**src/design/pn2d_pkg.sv**
```systemverilog
// Shared types, constants and arithmetic helpers for perlin_noise_2d.
// No dependencies.
`default_nettype none
package pn2d_pkg;
	localparam int TABLE_SIZE = 256;
	localparam int FRAC_BITS  = 16;
	localparam int TAB_AW     = $clog2(TABLE_SIZE);
	localparam int QDEPTH     = 4;
	localparam int QAW        = $clog2(QDEPTH);

	typedef enum logic {
		OP_EVAL  = 1'b0,
		OP_WRITE = 1'b1
	} op_t;

	typedef struct packed {
		op_t         opcode;
		logic [31:0] coord_x;
		logic [31:0] coord_y;
		logic [7:0]  table_index;
		logic [7:0]  table_value;
	} item_t;

	// floor(p / 256) saturated to signed 32 bits
	function automatic logic signed [31:0] scale_sat(input logic signed [48:0] p);
		logic signed [40:0] s;
		s = 41'(p >>> 8);
		if (s > 41'sd2147483647)
			return 32'sh7fffffff;
		else if (s < -41'sd2147483648)
			return 32'sh80000000;
		else
			return s[31:0];
	endfunction

	// dot product with one of the eight fixed gradients
	function automatic logic signed [18:0] grad_dot(input logic [2:0] g,
		input logic signed [17:0] dx, input logic signed [17:0] dy);
		logic signed [18:0] x;
		logic signed [18:0] y;
		logic signed [18:0] r;
		x = 19'(dx);
		y = 19'(dy);
		unique case (g)
			3'd0: r = x + y;
			3'd1: r = y - x;
			3'd2: r = x - y;
			3'd3: r = -x - y;
			3'd4: r = x;
			3'd5: r = -x;
			3'd6: r = y;
			default: r = -y;
		endcase
		return r;
	endfunction
endpackage
`default_nettype wire

```
**src/design/pn2d_queue.sv**
```systemverilog
// Front part: accepts items and holds them in a short queue for the back part.
// Depends on pn2d_pkg.
`default_nettype none
module pn2d_queue import pn2d_pkg::*; (
	input  wire logic  clk,
	input  wire logic  arst_n,
	input  wire logic  push_valid,
	output logic       push_stall,
	input  wire item_t push_item,
	output logic       pop_valid,
	input  wire logic  pop,
	output item_t      pop_item
);
	item_t            mem_q [QDEPTH];
	logic [QAW-1:0]   wptr_q;
	logic [QAW-1:0]   rptr_q;
	logic [QAW:0]     cnt_q;
	logic             do_push;
	logic             do_pop;

	assign push_stall = (cnt_q == (QAW+1)'(QDEPTH));
	assign pop_valid  = (cnt_q != '0);
	assign pop_item   = mem_q[rptr_q];
	assign do_push    = push_valid & ~push_stall;
	assign do_pop     = pop & pop_valid;

	always_ff @(posedge clk) begin
		if (do_push)
			mem_q[wptr_q] <= push_item;
	end

	always_ff @(posedge clk or negedge arst_n) begin
		if (!arst_n) begin
			wptr_q <= '0;
			rptr_q <= '0;
			cnt_q  <= '0;
		end else begin
			if (do_push)
				wptr_q <= wptr_q + 1'b1;
			if (do_pop)
				rptr_q <= rptr_q + 1'b1;
			cnt_q <= cnt_q + (QAW+1)'(do_push) - (QAW+1)'(do_pop);
		end
	end
endmodule
`default_nettype wire

```
**config.mk**
```make
export PLATFORM = sky130hd
export DESIGN_NAME = pn2d_queue
export DESIGN_NICKNAME = d
export VERILOG_FILES = /design/src/design/pn2d_pkg.sv /design/src/design/pn2d_queue.sv
export SDC_FILE = /design/constraint.sdc
export NUM_CORES = 1
export LEC_CHECK = 0
export BUFFER_PORTS_ARGS = -buffer_cell sky130_fd_sc_hd__buf_2
export CELL_PAD_IN_SITES_DETAIL_PLACEMENT = 2
export CELL_PAD_IN_SITES_GLOBAL_PLACEMENT = 2
export CORE_UTILIZATION = 40
export CTS_CLUSTER_SIZE = 14
export DETAILED_ROUTE_END_ITERATION = 6
export PLACE_DENSITY_LB_ADDON = 0.25
export SYNTH_ARGS = -nofsm -noshare
export SYNTH_HDL_FRONTEND = slang
export SYNTH_SLANG_ARGS = --single-unit
```
**constraint.sdc**
```tcl
create_clock -name clk -period 3.3 [get_ports clk]
set_input_delay 0.825 -clock clk [delete_from_list [all_inputs] [get_ports clk]]
set_output_delay 0.825 -clock clk [all_outputs]
set_load 0.01 [all_outputs]
```
==> flow_summary.yaml <==
placement:
  placed_area_mm2: 0.0136
  gp_congestion: 0.714
  post-dp-hpwl_um: 17700
  number_of_port_buffers: 167
  numPlacedInstances: 1023
logic_synthesis:
  syn-cell-area_mm2: 0.0122
  synth_nets: 555
  synthDominantAreaCellType: "edfxtp_1"
  synth_area_per_cell_um2: 26.3
  postSynthRegisterBits: 331
  synthesis.yosys.warnings: 0
  synth_largest_type_area_fraction_pct: 80.0
  cells_after_synthesis: 463
  unique_masters_post_synth: 20
  ys_seq_area_share_pct: 81.5
  synth.top_cells.by_area: "edfxtp_1, mux4_2, dfrtp_1"
power:
  comb_power_share_pct: 27.7
  maximum_vdd_drop_uv: 449
  power_density_mw_per_mm2: 937
  switching_share_pct: 29.0
  p_total_mw: 13.9
  cellInternalPower_mw: 9.89
  pwr-share-clk_pct: 29.5
  pwr-share-seq_pct: 42.8
  net_switching_power_mw: 4.03
  power.leakage_nw: 5.09
timing:
  worst_slew_pin_slew_ns: 0.704
  hold_viol: 0
  setup-tns-final_ns: 0
  final.setup_skew_ns: 0.0159
  rsz0062_at_grt: "false"
  fmaxAchievable_mhz: 321
  timing.slew.headroom_pct: 53.1
  layout_worst_path_cycle_share_pct: 94.5
  setup_viol: 0
  drv_slew: 0
  period_needed_ns: 3.12
global_routing:
  grt_util_met3_pct: 4.09
  gr-usage-met1_pct: 22.4
  antenna_violations_before_repair: 3
  first_global_vias: 6462
  grt_overflow: 0
  globalRouteTotalUtil_pct: 18.1
  grt_most_used_layer: "met2"
  grt_first_pass_wirelength_um: 41100
  maximum_number_of_pins_on_one_net_before_global_route_repair: 36
  groute.layer.met2.usage_pct: 31.9
routing:
  routed_wirelength_um: 27200
  post_drt_wl_per_cell_um: 24.9
  viasPerCell: 5.14
  route.vias.total: 5616
  final_antenna_net_count: 0
  drtPass1Iterations: 6
  detail_route.drc_violations: 0
  detail_route.iter0.violations: 258
die:
  num_rows: 63
  ioPinCount: 168
  chipWidth_um: 176
  floorplan.die_area_mm2: 0.0311
  fp.coreArea_mm2: 0.0298
  initial_core_util_pct: 40.8
  die_height_um: 176
critical_path:
  cp-start-kind: "flip-flop"
  worst_r2r_startpoint: "cnt_q[1]$_DFF_PN0_"
  critical_path.startpoint: "rptr_q[0]$_DFFE_PN0P_"
  critPathCaptureType: "primary output"
  cell_by_cell_listing_of_the_critical_path: "buf_12 > mux4_2 > buf_2"
  crit_buf_inv: 2
  cpMaxStageDelayCell: "dfrtp_4"
  largest_stage_delay_worst_path_ns: 0.67
  worst_ep_required_time_ns: 2.47
  path_max_fanout: 31
  timing.critical_path.max_delay_family: "flip-flops"
  critical_path_arrival_ns: 2.29
  crit_type: "reg -> out"
clock_network:
  clk_pin_slew_worst_paths_ns: 0.06
  max-clock-path-buffers: 3
  cts.sink_count: 331
  clk-insertion-delay-late_ns: 0.52
  cts.hold.buffers_added: 0
  root_buffer: "clkbuf_16"
  number_of_cts_inserted_buffers: 38
  cts_resized: 0
  cts.repair_timing.setup_buffer_count: 0
  cts.htree.levels: 2
  cts_tree: "built"
final_layout:
  nNetsFinal: 765
  mostFrequentLayoutCells: "edfxtp_1, buf_2, mux4_2"
  area_growth_pct: 22.2
  fraction_of_layout_cells_with_a_size_suffix_above_1_pct: 46.9
  final_area_mm2: 0.0149
  finish.cell_count_without_fillers: 1092
  filler_cell_count: 2559
  final_common_cell: "edfxtp_1"
flow_run:
  cap_viol_max_count: 0
hold_path:
  hp-class: "in -> async"
status:
  run_status: "complete, no violations"
[state kept, by name, summed over array words and instances (netlist names)]
| name | flops |
|---|---|
| cnt_q | 3 |
| wptr_q | 2 |
| rptr_q | 2 |
| mem_q | 324 |
[cells by family after synthesis]
kind of cell | Yosys count | synth area share, %
compound gates | 4 | 0.268
xor+xnor | 4 | 0.288
fa+ha+maj | 7 | 0.782
buf+inv | 23 | 1.33
flops | 331 | 81.5
mux | 81 | 15.0
simple gates | 13 | 0.864
[metrics by stage]
stage               utilization, %  worst slack [ns]  hold slack (ns)
finish                        49.9             0.181            0.151
detailed placement            45.8             0.677            0.644
global placement              45.8             0.688            0.569
CTS                           49.9             0.111            0.134
floorplan                        -            0.0782            0.529
global route                  49.9            0.0326            0.142
[layout make-up]
type | instances | area [um2] | share of cell area, %
sequential | 331 | 9910 | 66.7
inverter | 5 | 18.8 | 0.126
tap | 390 | 488 | 3.28
clock inverter | 16 | 156 | 1.05
timing repair buffer | 188 | 1110 | 7.44
clock buffer | 52 | 1070 | 7.18
multi-input combinational | 109 | 2110 | 14.2
antenna | 1 | 2.50 | 0.0168
[synthesized netlist by cell type]
| master | n |
|---|---|
| and3b_1 | 4 |
| buf_2 | 9 |
| buf_4 | 1 |
| buf_6 | 8 |
| dfrtp_1 | 7 |
| edfxtp_1 | 324 |
| fa_1 | 1 |
| ha_1 | 6 |
| inv_1 | 5 |
| mux4_2 | 81 |
| nand2_1 | 1 |
| nand2b_1 | 4 |
| nand4bb_1 | 2 |
| nor3b_2 | 1 |
| o211ai_1 | 2 |
| o311ai_0 | 1 |
| o31a_1 | 1 |
| or3_1 | 1 |
| xnor2_1 | 3 |
| xor2_1 | 1 |
[per-layer routing]
metal	vias up	routed length, um
met2	152	14500
met4	2	463
met3	40	1380
met1	2993	10900
met5	-	11
li1	2429	-
[power by group through the flow]
stage / clock (mW) / combinational, mW / sequential (mW)
after floorplan: 0 / 2.54 / 5.82
after global placement: 0 / 3.89 / 5.95
after detailed placement: 0 / 3.99 / 6.06
after CTS: 4.23 / 4.01 / 5.98
after global routing: 4.37 / 4.19 / 6.04
final: 4.10 / 3.86 / 5.95
[path summary, 6_finish.rpt]
path                                     endpoint  cells after the start  slack [ns]
min in group clk           mem_q[2][69]$_DFFE_PP_                      1        0.52
setup reg to reg               cnt_q[2]$_DFF_PN0_                      9        0.78
hold reg to reg             wptr_q[1]$_DFFE_PN0P_                      2        0.65
setup / recovery                     pop_item[71]                      3        0.18
max in group asynchronous   rptr_q[1]$_DFFE_PN0P_                      1        2.95
hold / removal              rptr_q[0]$_DFFE_PN0P_                      1        0.15
Power figures use the tool's default switching activity.
